===== src/rrtt_pkg.sv =====
// shared types and constants of the round-robin thread table
`timescale 1ns / 1ps

package rrtt_pkg;

  // default table size and fixed field widths
  localparam int SLOTS_DEF = 16;
  localparam int TID_W     = 8;
  localparam int PICK_W    = 4;

  // event kinds
  typedef enum logic [1:0] {
    FN_CREATE = 2'd0,
    FN_YIELD  = 2'd1,
    FN_EXIT   = 2'd2,
    FN_JOIN   = 2'd3
  } func_e;

  // result status codes
  typedef enum logic [1:0] {
    ST_OK        = 2'd0,
    ST_FULL      = 2'd1,
    ST_NOT_FOUND = 2'd2
  } status_e;

  // one registered event
  typedef struct packed {
    func_e            func;
    logic [TID_W-1:0] target_tid;
  } req_t;

  // one result
  typedef struct packed {
    status_e           status;
    logic [TID_W-1:0]  issued_tid;
    logic              switched;
    logic [PICK_W-1:0] picked_slot;
    logic [TID_W-1:0]  running_tid;
    logic              target_exited;
  } rsp_t;

endpackage


===== src/rrtt_in_if.sv =====
// event channel interface
`timescale 1ns / 1ps

interface rrtt_in_if;
  logic       valid;
  logic       ready;
  logic [1:0] func;
  logic [7:0] target_tid;

  modport source (output valid, output func, output target_tid, input ready);
  modport sink   (input valid, input func, input target_tid, output ready);
endinterface


===== src/rrtt_out_if.sv =====
// result channel interface
`timescale 1ns / 1ps

interface rrtt_out_if;
  logic       valid;
  logic       ready;
  logic [1:0] status;
  logic [7:0] issued_tid;
  logic       switched;
  logic [3:0] picked_slot;
  logic [7:0] running_tid;
  logic       target_exited;

  modport source (output valid, output status, output issued_tid, output switched,
                  output picked_slot, output running_tid, output target_exited,
                  input ready);
  modport sink   (input valid, input status, input issued_tid, input switched,
                  input picked_slot, input running_tid, input target_exited,
                  output ready);
endinterface


===== src/rrtt_in_reg.sv =====
// input register stage for event transactions
`timescale 1ns / 1ps

module rrtt_in_reg (
  input  logic          clk_i,
  input  logic          rst_ni,
  input  logic          in_valid_i,
  output logic          in_ready_o,
  input  rrtt_pkg::req_t in_req_i,
  output logic          req_valid_o,
  input  logic          req_ready_i,
  output rrtt_pkg::req_t req_o
);

  logic           valid_q;
  rrtt_pkg::req_t req_q;

  // take a new transaction when empty or when the held one moves on
  assign in_ready_o  = !valid_q || req_ready_i;
  assign req_valid_o = valid_q;
  assign req_o       = req_q;

  // valid flag
  always_ff @(posedge clk_i or negedge rst_ni) begin
    if (!rst_ni) begin
      valid_q <= 1'b0;
    end else if (in_ready_o) begin
      valid_q <= in_valid_i;
    end
  end

  // payload
  always_ff @(posedge clk_i) begin
    if (in_valid_i && in_ready_o) begin
      req_q <= in_req_i;
    end
  end

endmodule


===== src/rrtt_picker.sv =====
// round-robin picker: rotate the runnable mask and find the first set slot
`timescale 1ns / 1ps

module rrtt_picker #(
  parameter int SLOTS = rrtt_pkg::SLOTS_DEF
) (
  input  logic [SLOTS-1:0]         runnable_i,
  input  logic [$clog2(SLOTS)-1:0] start_i,
  output logic                     found_o,
  output logic [$clog2(SLOTS)-1:0] slot_o
);

  localparam int IDX_W = $clog2(SLOTS);

  logic [2*SLOTS-1:0] doubled;
  logic [2*SLOTS-1:0] shifted;
  logic [SLOTS-1:0]   rot;
  logic [IDX_W:0]     shamt;
  logic [IDX_W-1:0]   k_idx;
  logic [IDX_W:0]     sum;

  // rot[k] is the slot k+1 places after start, wrapping round
  assign doubled = {runnable_i, runnable_i};
  assign shamt   = {1'b0, start_i} + (IDX_W+1)'(1);
  assign shifted = doubled >> shamt;
  assign rot     = shifted[SLOTS-1:0];

  // lowest set offset, the start slot itself comes last
  always_comb begin
    found_o = 1'b0;
    k_idx   = '0;
    for (int k = SLOTS - 1; k >= 0; k--) begin
      if (rot[k]) begin
        found_o = 1'b1;
        k_idx   = IDX_W'(k);
      end
    end
  end

  // back to a slot index, sum stays below twice the table size
  always_comb begin
    sum = shamt + {1'b0, k_idx};
    if (sum >= (IDX_W+1)'(SLOTS)) begin
      sum = sum - (IDX_W+1)'(SLOTS);
    end
    slot_o = sum[IDX_W-1:0];
  end

endmodule


===== src/rrtt_core.sv =====
// thread table state, event processing and result register
`timescale 1ns / 1ps

module rrtt_core #(
  parameter int SLOTS = rrtt_pkg::SLOTS_DEF
) (
  input  logic           clk_i,
  input  logic           rst_ni,
  input  logic           req_valid_i,
  output logic           req_ready_o,
  input  rrtt_pkg::req_t req_i,
  output logic           rsp_valid_o,
  input  logic           rsp_ready_i,
  output rrtt_pkg::rsp_t rsp_o
);

  localparam int IDX_W = $clog2(SLOTS);
  localparam int TID_W = rrtt_pkg::TID_W;

  // table state
  logic [SLOTS-1:0] valid_q, valid_d;
  logic [SLOTS-1:0] exited_q, exited_d;
  logic [TID_W-1:0] tid_q [SLOTS];
  logic [IDX_W-1:0] cur_slot_q, cur_slot_d;
  logic             cur_valid_q, cur_valid_d;
  logic [TID_W-1:0] next_id_q, next_id_d;

  // result register
  logic             rsp_valid_q;
  rrtt_pkg::rsp_t   rsp_q, rsp_d;

  logic             fire;
  logic             is_create, is_yield, is_exit, is_join;
  logic [SLOTS-1:0] exited_n;
  logic [SLOTS-1:0] runnable;
  logic [IDX_W-1:0] start;
  logic             pick_found;
  logic [IDX_W-1:0] pick_slot;
  logic             free_found;
  logic [IDX_W-1:0] free_idx;
  logic             hit_found;
  logic             hit_exited;
  logic [IDX_W+3:0] cur_ext;

  // handshake: process when the result register can take the outcome
  assign req_ready_o = !rsp_valid_q || rsp_ready_i;
  assign fire        = req_valid_i && req_ready_o;
  assign rsp_valid_o = rsp_valid_q;
  assign rsp_o       = rsp_q;

  assign is_create = (req_i.func == rrtt_pkg::FN_CREATE);
  assign is_yield  = (req_i.func == rrtt_pkg::FN_YIELD);
  assign is_exit   = (req_i.func == rrtt_pkg::FN_EXIT);
  assign is_join   = (req_i.func == rrtt_pkg::FN_JOIN);

  // exited marks after the yield or exit touches the current slot
  always_comb begin
    exited_n = exited_q;
    if (cur_valid_q && is_yield) begin
      exited_n[cur_slot_q] = 1'b0;
    end else if (cur_valid_q && is_exit) begin
      exited_n[cur_slot_q] = 1'b1;
    end
  end

  assign runnable = valid_q & ~exited_n;
  assign start    = cur_valid_q ? cur_slot_q : '0;

  rrtt_picker #(
    .SLOTS (SLOTS)
  ) u_picker (
    .runnable_i (runnable),
    .start_i    (start),
    .found_o    (pick_found),
    .slot_o     (pick_slot)
  );

  // lowest free slot for create
  always_comb begin
    free_found = 1'b0;
    free_idx   = '0;
    for (int s = SLOTS - 1; s >= 0; s--) begin
      if (!valid_q[s]) begin
        free_found = 1'b1;
        free_idx   = IDX_W'(s);
      end
    end
  end

  // lowest valid slot holding the joined id
  always_comb begin
    hit_found  = 1'b0;
    hit_exited = 1'b0;
    for (int s = SLOTS - 1; s >= 0; s--) begin
      if (valid_q[s] && (tid_q[s] == req_i.target_tid)) begin
        hit_found  = 1'b1;
        hit_exited = exited_q[s];
      end
    end
  end

  // next state
  always_comb begin
    valid_d     = valid_q;
    exited_d    = exited_q;
    cur_slot_d  = cur_slot_q;
    cur_valid_d = cur_valid_q;
    next_id_d   = next_id_q;
    case (req_i.func)
      rrtt_pkg::FN_CREATE: begin
        next_id_d = next_id_q + TID_W'(1);
        if (free_found) begin
          valid_d[free_idx]  = 1'b1;
          exited_d[free_idx] = 1'b0;
        end
      end
      rrtt_pkg::FN_YIELD, rrtt_pkg::FN_EXIT: begin
        exited_d = exited_n;
        if (pick_found) begin
          cur_slot_d  = pick_slot;
          cur_valid_d = 1'b1;
        end
      end
      default: begin
      end
    endcase
  end

  // result fields
  assign cur_ext = {4'b0000, cur_slot_d};

  always_comb begin
    rsp_d               = '0;
    rsp_d.status        = rrtt_pkg::ST_OK;
    rsp_d.issued_tid    = is_create ? next_id_q : '0;
    rsp_d.switched      = (is_yield || is_exit) && pick_found;
    rsp_d.picked_slot   = cur_ext[3:0];
    rsp_d.running_tid   = cur_valid_d ? tid_q[cur_slot_d] : '0;
    rsp_d.target_exited = is_join && hit_found && hit_exited;
    if (is_create && !free_found) begin
      rsp_d.status = rrtt_pkg::ST_FULL;
    end else if (is_join && !hit_found) begin
      rsp_d.status = rrtt_pkg::ST_NOT_FOUND;
    end
  end

  // control state and result valid
  always_ff @(posedge clk_i or negedge rst_ni) begin
    if (!rst_ni) begin
      valid_q     <= '0;
      exited_q    <= '0;
      cur_slot_q  <= '0;
      cur_valid_q <= 1'b0;
      next_id_q   <= TID_W'(1);
      rsp_valid_q <= 1'b0;
    end else begin
      if (fire) begin
        valid_q     <= valid_d;
        exited_q    <= exited_d;
        cur_slot_q  <= cur_slot_d;
        cur_valid_q <= cur_valid_d;
        next_id_q   <= next_id_d;
      end
      if (req_ready_o) begin
        rsp_valid_q <= req_valid_i;
      end
    end
  end

  // thread ids and result payload
  always_ff @(posedge clk_i) begin
    if (fire && is_create && free_found) begin
      tid_q[free_idx] <= next_id_q;
    end
    if (fire) begin
      rsp_q <= rsp_d;
    end
  end

`ifndef SYNTHESIS
  // the current slot always holds a valid thread
  assert property (@(posedge clk_i) disable iff (!rst_ni)
    cur_valid_q |-> valid_q[cur_slot_q])
    else $error("current slot is not valid");

  // a successful pick leaves a current thread behind
  assert property (@(posedge clk_i) disable iff (!rst_ni)
    fire && rsp_d.switched |=> cur_valid_q)
    else $error("switch without current thread");

  // every create consumes exactly one id
  assert property (@(posedge clk_i) disable iff (!rst_ni)
    fire && is_create |=> next_id_q == $past(next_id_q) + TID_W'(1))
    else $error("id counter did not advance on create");

  // a successful create adds exactly one slot
  assert property (@(posedge clk_i) disable iff (!rst_ni)
    fire && is_create && free_found |=>
      $countones(valid_q) == $countones($past(valid_q)) + 1)
    else $error("create did not fill one slot");

  // full is reported only with every slot taken
  assert property (@(posedge clk_i) disable iff (!rst_ni)
    fire && (rsp_d.status == rrtt_pkg::ST_FULL) |-> (&valid_q))
    else $error("full reported with a free slot");
`endif

endmodule


===== src/round_robin_thread_table_top.sv =====
// top level of the round-robin thread table
//
//   channel   dir   payload                                   transfer
//   in_i      in    func, target_tid                          valid && ready
//   out_o     out   status, issued_tid, switched,             valid && ready
//                   picked_slot, running_tid, target_exited
//
// One event is accepted per cycle while out_o is not stalled; an accepted event
// passes the input register, then the table update and result register, before
// its result is offered. Table state and result register update together.
// Reset clears all slot marks, the current thread and sets the next id to 1.
// A stalled result holds the result register; the input register keeps one
// further event, after which in_i.ready drops until out_o is drained.
`timescale 1ns / 1ps

module round_robin_thread_table_top #(
  parameter int SLOTS = rrtt_pkg::SLOTS_DEF
) (
  input  logic       clk_i,
  input  logic       rst_ni,
  rrtt_in_if.sink    in_i,
  rrtt_out_if.source out_o
);

  rrtt_pkg::req_t in_req;
  rrtt_pkg::req_t req;
  logic           req_valid;
  logic           req_ready;
  rrtt_pkg::rsp_t rsp;

  // unpack the event transaction
  assign in_req.func       = rrtt_pkg::func_e'(in_i.func);
  assign in_req.target_tid = in_i.target_tid;

  rrtt_in_reg u_in_reg (
    .clk_i       (clk_i),
    .rst_ni      (rst_ni),
    .in_valid_i  (in_i.valid),
    .in_ready_o  (in_i.ready),
    .in_req_i    (in_req),
    .req_valid_o (req_valid),
    .req_ready_i (req_ready),
    .req_o       (req)
  );

  rrtt_core #(
    .SLOTS (SLOTS)
  ) u_core (
    .clk_i       (clk_i),
    .rst_ni      (rst_ni),
    .req_valid_i (req_valid),
    .req_ready_o (req_ready),
    .req_i       (req),
    .rsp_valid_o (out_o.valid),
    .rsp_ready_i (out_o.ready),
    .rsp_o       (rsp)
  );

  // pack the result transaction
  assign out_o.status        = rsp.status;
  assign out_o.issued_tid    = rsp.issued_tid;
  assign out_o.switched      = rsp.switched;
  assign out_o.picked_slot   = rsp.picked_slot;
  assign out_o.running_tid   = rsp.running_tid;
  assign out_o.target_exited = rsp.target_exited;

endmodule


===== src/flat_wrapper.sv =====
// flat-port wrapper written by rule: the top's interface ports become plain ports
module round_robin_thread_table_top_flat 
#(
  parameter int SLOTS = rrtt_pkg::SLOTS_DEF
)
  (clk_i, rst_ni, in_i_valid, in_i_func, in_i_target_tid, in_i_ready, out_o_valid, out_o_status, out_o_issued_tid, out_o_switched, out_o_picked_slot, out_o_running_tid, out_o_target_exited, out_o_ready);
  rrtt_in_if in_i_i ();
  rrtt_out_if out_o_i ();
  input  logic clk_i;
  input  logic rst_ni;
  input wire logic [$bits(in_i_i.valid)-1:0] in_i_valid;
  input wire logic [$bits(in_i_i.func)-1:0] in_i_func;
  input wire logic [$bits(in_i_i.target_tid)-1:0] in_i_target_tid;
  output wire logic [$bits(in_i_i.ready)-1:0] in_i_ready;
  output wire logic [$bits(out_o_i.valid)-1:0] out_o_valid;
  output wire logic [$bits(out_o_i.status)-1:0] out_o_status;
  output wire logic [$bits(out_o_i.issued_tid)-1:0] out_o_issued_tid;
  output wire logic [$bits(out_o_i.switched)-1:0] out_o_switched;
  output wire logic [$bits(out_o_i.picked_slot)-1:0] out_o_picked_slot;
  output wire logic [$bits(out_o_i.running_tid)-1:0] out_o_running_tid;
  output wire logic [$bits(out_o_i.target_exited)-1:0] out_o_target_exited;
  input wire logic [$bits(out_o_i.ready)-1:0] out_o_ready;
  assign in_i_i.valid = in_i_valid;
  assign in_i_i.func = in_i_func;
  assign in_i_i.target_tid = in_i_target_tid;
  assign in_i_ready = in_i_i.ready;
  assign out_o_valid = out_o_i.valid;
  assign out_o_status = out_o_i.status;
  assign out_o_issued_tid = out_o_i.issued_tid;
  assign out_o_switched = out_o_i.switched;
  assign out_o_picked_slot = out_o_i.picked_slot;
  assign out_o_running_tid = out_o_i.running_tid;
  assign out_o_target_exited = out_o_i.target_exited;
  assign out_o_i.ready = out_o_ready;
  round_robin_thread_table_top #(.SLOTS(SLOTS)) u_core (.clk_i(clk_i), .rst_ni(rst_ni), .in_i(in_i_i), .out_o(out_o_i));
endmodule

===== config.mk =====
export PLATFORM = sky130hd
export DESIGN_NAME = round_robin_thread_table_top_flat
export DESIGN_NICKNAME = d
export VERILOG_FILES = /design/src/rrtt_pkg.sv /design/src/rrtt_in_if.sv /design/src/rrtt_out_if.sv /design/src/rrtt_in_reg.sv /design/src/rrtt_picker.sv /design/src/rrtt_core.sv /design/src/round_robin_thread_table_top.sv /design/src/flat_wrapper.sv
export SDC_FILE = /design/constraint.sdc
export NUM_CORES = 1
export LEC_CHECK = 0
export BUFFER_PORTS_ARGS = -buffer_cell sky130_fd_sc_hd__buf_2
export CAP_MARGIN = 5
export CORE_UTILIZATION = 58
export CTS_BUF_LIST = sky130_fd_sc_hd__clkbuf_2
export DETAILED_ROUTE_END_ITERATION = 8
export MAX_ROUTING_LAYER = met4
export PLACE_DENSITY_LB_ADDON = 0.08
export SLEW_MARGIN = 20
export SYNTH_ARGS = -nofsm -noshare
export SYNTH_HDL_FRONTEND = slang
export SYNTH_HIERARCHICAL = 1
export SYNTH_SLANG_ARGS = --single-unit

===== constraint.sdc =====
create_clock -name clk_i -period 6.8 [get_ports clk_i]
set_input_delay 0.68 -clock clk_i [delete_from_list [all_inputs] [get_ports clk_i]]
set_output_delay 0.68 -clock clk_i [all_outputs]
set_load 0.1 [all_outputs]

======== Word level (Yosys, flattened, before mapping) ========
Memories as Yosys holds them, arrays and structs flattened. A register that Yosys moved wholly into a read port is not among the register bits.
Cells that the tools add are included.
Widths: inputs -> output; s select.
operators by class
  add/subtract/negate cells ............... 4
  magnitude comparators ................... 5
  eq/ne operators ......................... 20
  shift operators ......................... 1
  multiplexer cells ....................... 113
  bitwise logic cells ..................... 8
  reductions and logical operators ........ 43
operators with widths
  cell                 number
  $mux 4               36
  $eq 8x8->1           16
  $mux 1               70
  $and 16x16->16       3
  $mux 16              3
  $not 16->16          3
  $or 16x16->16        2
  $pmux 16 s2          1
  $shr 32x5->16        1
  $logic_and 1x1->1    29
  $lt 4x5->1 const B   2
  $add 8x1->8 const B  1
  $demux 1 s4          2
  $ge 4x1->1 const B   2
  $reduce_and 3->1     2
  $add 4x1->5 const B  1
  $add 5x4->5          1
  $ge 5x5->1 const B   1
  $logic_not 1->1      5
  $eq 2x2->1 const B   2
  $sub 4x1->4 const B  1
  $logic_or 1x1->1     3
  $eq 2x1->1 const B   1
  $logic_not 2->1      1
  5 further kinds      5
storage, ports and cells
  bits in registers ....................... 73
  memory bits (writable) .................. 128
  input port bits ......................... 14
  output and inout port bits .............. 26
  word-level logic and storage cells ...... 209
  memories kept ........................... 1
memories
  memory               depth  bits a word  rd ports  clocked after Yosys merged registers in  wr ports  RTL line         source
  u_core.u_core.tid_q  16     8            17        1                                        1         rrtt_core.sv:23  logic [TID_W-1:0] tid_q [SLOTS];

======== Depth between registers and ports, before layout ========
  word-level depth ........................ 31
  depth in mapped cells ................... 25
  mapped depth without buffers ............ 23

======== Modules after synthesis ========
Netlist, hierarchy kept.
modules (own cells, without submodules)
  module       instances  cells an instance  area an instance (sq um)  seq. area each (sq um)
  rrtt_core    1          952                10381.2                   5716.7
  rrtt_picker  1          123                1322.5                    0.0
  rrtt_in_reg  1          14                 354.1                     325.3

======== Worst setup path before layout ========
Ideal clock, no wire load.
  path type ............................... register to register
  start ................................... register u_core.u_in_reg.req_q (netlist bit u_core/u_in_reg/req_o[8])
  end ..................................... register, netlist name u_core/u_core/rsp_o[1]
  setup time .............................. 0.275 ns
  arrival time ............................ 5.190 ns
  required time ........................... 6.525 ns
  slack ................................... 1.334 ns
  stages on the path, launching flop included .. 24
  buffers on the path ..................... 1
  clock period less this slack ............ 5.466 ns
  cell sequence ........................... edfxtp_1 inv_1 ha_1 nand2_1 nor3_1 a21oi_1 a21oi_1 nor2b_1 mux4_1 mux2_2 or3_4 a221oi_1 o211ai_1 a311oi_1 ha_1 a21o_1 a21oi_1 xor2_1 xnor2_1 mux2i_1 clkbuf_1 a311oi_1 a311oi_1 a211oi_1
between the ends
  word-level cells in the longest chain between the ends .. 28
  elaborated cells on any way between the ends .. 51
  those cells by class .................... 2 x add/sub; 1 x order compare; 2 x eq/ne; 1 x shift; 39 x mux; 2 x bitwise; 4 x reduce/logical
RTL lines
  what                                              RTL line                              source
  start: declaration                                rrtt_in_reg.sv:16                     rrtt_pkg::req_t req_q;
  start signal: assignment                          rrtt_in_reg.sv:35                     req_q <= in_req_i;
  $eq 2x2->1                                        rrtt_core.sv:53                       assign is_exit = (req_i.func == rrtt_pkg::FN_EXIT);
  $logic_and 1x1->1                                 rrtt_core.sv:61                       end else if (cur_valid_q && is_exit) begin
  $mux 16                                           rrtt_core.sv:61
  $mux 16 (*)                                       rrtt_core.sv:59                       if (cur_valid_q && is_yield) begin
  $not 16->16 (*)                                   rrtt_core.sv:66                       assign runnable = valid_q & ~exited_n;
  $and 16x16->16 (*)                                rrtt_core.sv:66
  via u_core.u_core.runnable[8]                     rrtt_core.sv:35                       logic [SLOTS-1:0] runnable;
  $shr 32x5->16 (*)                                 rrtt_picker.sv:25                     assign shifted = doubled >> shamt;
  $mux 4 (15 in series)                             rrtt_picker.sv:33                     if (rot[k]) begin
  $mux 4 (*)                                        rrtt_picker.sv:33
  $add 5x4->5 (*)                                   rrtt_picker.sv:42                     sum = shamt + {1'b0, k_idx};
  $sub 4x1->4 / $ge 5x5->1 (equally long branches)  rrtt_picker.sv:44, rrtt_picker.sv:43
  $mux 4 (*)                                        rrtt_picker.sv:43                     if (sum >= (IDX_W+1)'(SLOTS)) begin
  via u_core.u_core.pick_slot[3]                    rrtt_core.sv:38                       logic [IDX_W-1:0] pick_slot;
  $mux 4 (*)                                        rrtt_core.sv:119                      if (pick_found) begin
  $mux 4 (*)                                        rrtt_core.sv:109                      case (req_i.func)
The timed path passes the listed nets; every way through them passes the cells marked *.
A chain may end at the register's enable or synchronous reset.

======== Worst setup path in the final report ========
  start ................................... register u_core.u_in_reg.req_q (netlist bit u_core/u_in_reg/req_o[8])
  end ..................................... register, netlist name u_core/u_core/rsp_o[7]
between the ends
  word-level cells in the longest chain between the ends .. 28
  elaborated cells on any way between the ends .. 51
  those cells by class .................... 2 x add/sub; 1 x order compare; 2 x eq/ne; 1 x shift; 39 x mux; 2 x bitwise; 4 x reduce/logical
RTL lines
  what                                              RTL line
  $eq 2x2->1                                        rrtt_core.sv:53
  $logic_and 1x1->1                                 rrtt_core.sv:61
  $mux 16                                           rrtt_core.sv:61
  $mux 16 (*)                                       rrtt_core.sv:59
  $not 16->16 (*)                                   rrtt_core.sv:66
  $and 16x16->16 (*)                                rrtt_core.sv:66
  via u_core.u_core.runnable[15]                    rrtt_core.sv:35
  $shr 32x5->16 (*)                                 rrtt_picker.sv:25
  $mux 4 (15 in series)                             rrtt_picker.sv:33
  $mux 4 (*)                                        rrtt_picker.sv:33
  $add 5x4->5 (*)                                   rrtt_picker.sv:42
  $sub 4x1->4 / $ge 5x5->1 (equally long branches)  rrtt_picker.sv:44, rrtt_picker.sv:43
  $mux 4 (*)                                        rrtt_picker.sv:43
  via u_core.u_core.pick_slot[3]                    rrtt_core.sv:38
  $mux 4 (*)                                        rrtt_core.sv:119
  $mux 4 (*)                                        rrtt_core.sv:109
Marked as above.

==> reports/qor.txt <==
Distinct cell type count after synthesis: 80
Clock Skews: 0.0499 ns
WL final: 35,500 microns
Share of cells above drive strength 1: 18.4%
Post-route setup TNS: 0 ns
Die height: 146 microns
Vias/cell: 6.32
DP Wirelength: 24,600 microns
# fillers: 1,682
Initial core utilization: 59.4%
Initial antenna violation count: 1
Sequential share of the synthesized area: 50.1%
DR WL met2: 16,500 microns
M1 WL: 14,300 microns
Number of cell rows: 52
CTS tree: built
Netlist Area Pre-Place: 12,100 sq um
Total power: 7040 uW
Fin crit period: 6.29 ns
Longest Clk Path Bufs: 3
Outcome: completed
Data required time of the critical path: 7.34 ns
Vias in the first global route: 8,823
Fin worst setup slack: 0.505 ns
Slowest Stage Delay on Critical Path: 0.60 ns
Largest net degree at the start of global routing: 65
Hold Startpoint: in_i_target_tid[0]
Flop2flop setup slack: 0.51 ns
DRC marker count from the first detailed-route iteration: 934
Layout area overhead: 7.74%
Grt ovf: 0
P_leak: 0.00486 uW
Fin crit share: 92.6%
Routed length per instance: 24.0 microns
Worst r2r src: u_core/u_in_reg/req_o[8]$_DFFE_PP_
Leading area contributor after synthesis: edfxtp_1
Cells after synthesis: 1,089
Worst hold path class: in -> reg
WP buf/inv: 1
Critical path arrival: 6.83 ns
PwrDens: 542 nW/um^2
Least-Margin Pin Slew: 1.15 ns
# port buffers: 39
DRT Pass-1 Iters: 5
Met3 Wirelength: 3620 microns
# DRC: 0
# setup viols final: 0
Final hold slack: 0.0716 ns
Number of cells on the critical path: 22
Nets: 1,186
Avg Cell Area, Syn: 11.1 sq um
RSZ-0062 raised after global routing: false
Yosys top cell area share: 40.3%
I/O pins: 40
CTS clk-pin slew, worst paths: 0.10 ns
Post-synth EDFFs: 162
DR top layer: met4
Synth async-reset ratio: 22.5%
Net count after synthesis: 1,112
Top FF cell, synth: edfxtp_1
Sinks on Clock Net: 209
Final Wtd Congestion: 0.992
Die X: 146 microns
Synth cell count leaders: 173 x nand2_1, 162 x edfxtp_1, 131 x xnor2_1
Final slew viol count: 0
Slew headroom: 23.2%
CP max stage cell: mux4_1
Setup Fix Bufs, Post-CTS: 0
Largest cells by area after synthesis: edfxtp_1 40%, dfrtp_1 9.5%, xnor2_1 9.5%
Startpoint Class: flip-flop
Worst hold path stage count: 1
Most numerous cell in the Yosys netlist: nand2_1
Critical path capture point type: flip-flop
Total die area: 21,400 sq um
Yosys reg bits: 209
Clk Latency, worst-skew pair: 0.83 ns
Max-cap violations: 0
CTS Buf Count: 53
Post-Place Cells: 1,370
First-pass GRT wire length: 53,000 microns
Core area: 20,300 sq um
ANT nets after route: 0
Routed vias: 9,353
Yosys warning count: 6
Worst path cell trace: inv_1, ha_1, nand2_1, nor2_1, a21oi_1, a21oi_1, nor2b_1, mux4_1, mux2_2, or3_4, a221oi_1, o211ai_1, a311oi_1, ha_1, a21o_1, a21oi_1, xor2_1, xnor2_1, mux2i_4, a311oi_1, a311oi_1, a211oi_1
H-tree Lvls: 2
Resize count post-CTS: 0
Crit path launch: u_core/u_in_reg/req_o[8]$_DFFE_PP_
Critical path type: reg -> reg
Maximum vdd drop: 0.000427 V
Critical-path maximum fanout: 17
Final hold vios: 0
Worst-case reg-to-reg path depth: 22
Dpl ws: 0.675 ns
GRT Overall Usage: 34.4%
CP delay by family, top: compound AO/OA/AOI/OAI gates
Fmax: 159 MHz
CTS root buffer: clkbuf_2
Fin cells: 1,480
per-layer routing:
layer	GRT usage [%]	up-vias
li1	-	4170
met1	46.9	4520
met2	52.9	566
met3	5.84	97
met4	11.1	0
met5	-	-
report_power, final:
part	switching [uW]	internal [uW]	total, uW
logic	2900	1490	4390
clock network	525	320	845
registers	177	1640	1810
kinds of logic after synthesis:
family / synth area share, %
compound gates: 9.25
simple gates: 18.2
flops: 50.1
xor+xnor: 10.0
buf+inv: 4.33
fa+ha+maj: 0.996
mux: 7.12
per-stage QoR:
stage / utilization [%] / area [sq um]
floorplan: - / 12100
global placement: 61.2 / 12400
detailed placement: 61.2 / 12400
CTS: 63.9 / 13000
global route: 64.0 / 13000
finish: 64.0 / 13000
path summary, 6_finish.rpt:
| check | end |
|---|---|
| worst min-delay path | u_core/u_in_reg/req_o[0]$_DFFE_PP_ |
| min in group asynchronous | u_core/u_core/next_id_q[5]$_DFFE_PN0P_ |
| worst min register to register | u_core/u_core/valid_q[13]$_DFFE_PN0P_ |
| max in group asynchronous | u_core/u_core/exited_q[3]$_DFFE_PN0P_ |
| worst max register to register | u_core/u_core/rsp_o[7]$_SDFFCE_PN0P_ |
| worst max-delay path | u_core/u_core/rsp_o[7]$_SDFFCE_PN0P_ |
registers in the layout (all words and copies together) (netlist names):
name and flops:
u_core/u_core/tid_q 128, u_core/u_core/rsp_o 24, u_core/u_core/exited_q 16, u_core/u_core/valid_q 16, u_core/u_in_reg/req_o 10, u_core/u_core/next_id_q 8, u_core/u_core/cur_slot_q 4, u_core/u_core/cur_valid_q 1
u_core/u_core/rsp_valid_o 1, u_core/u_in_reg/req_valid_o 1
cell type report:
class                   instances  area [sq um]  area share (%)
diodes                          5          12.5          0.0963
clock buffers                  82           410            3.16
clock inverters                15          63.8           0.491
inverters                      26          97.6           0.751
multi-input cells             795          5520            42.5
flip-flops and latches        209          6040            46.5
well taps                     270           338            2.60
repair buffers                 78           508            3.91
placed cells by master, fill, tap and decap left out, drive strengths merged, types with 3 or more instances in the layout:
cell type / netlist / layout
a211oi: 10 / 10
a21o: 8 / 8
a21oi: 50 / 50
a221oi: 10 / 10
a311oi: 26 / 26
a31oi: 13 / 13
and2: 21 / 21
and3: 20 / 20
buf: 42 / 70
clkbuf: 17 / 82
clkinv: 0 / 14
dfrtp: 46 / 46
diode: 0 / 5
dlygate4sd3: 0 / 8
edfxtp: 162 / 162
ha: 8 / 8
inv: 26 / 26
mux2: 18 / 18
mux2i: 11 / 11
mux4: 22 / 22
nand2: 174 / 174
nand2b: 13 / 13
nand3: 60 / 60
nand4: 22 / 22
nor2: 45 / 45
nor2b: 17 / 17
nor3: 27 / 27
nor3b: 4 / 4
nor4: 11 / 11
o211ai: 6 / 6
o21ai: 6 / 6
o21bai: 3 / 3
o22ai: 5 / 5
or2: 13 / 13
or3: 5 / 5
xnor2: 131 / 131
xor2: 7 / 7
what timing repair did:
action / CTS / global route
hold endpoints to repair: 53 / 0
hold buffers: 8 / 0
setup endpoints to repair: 0 / 0
Power figures use the tool's default switching activity.
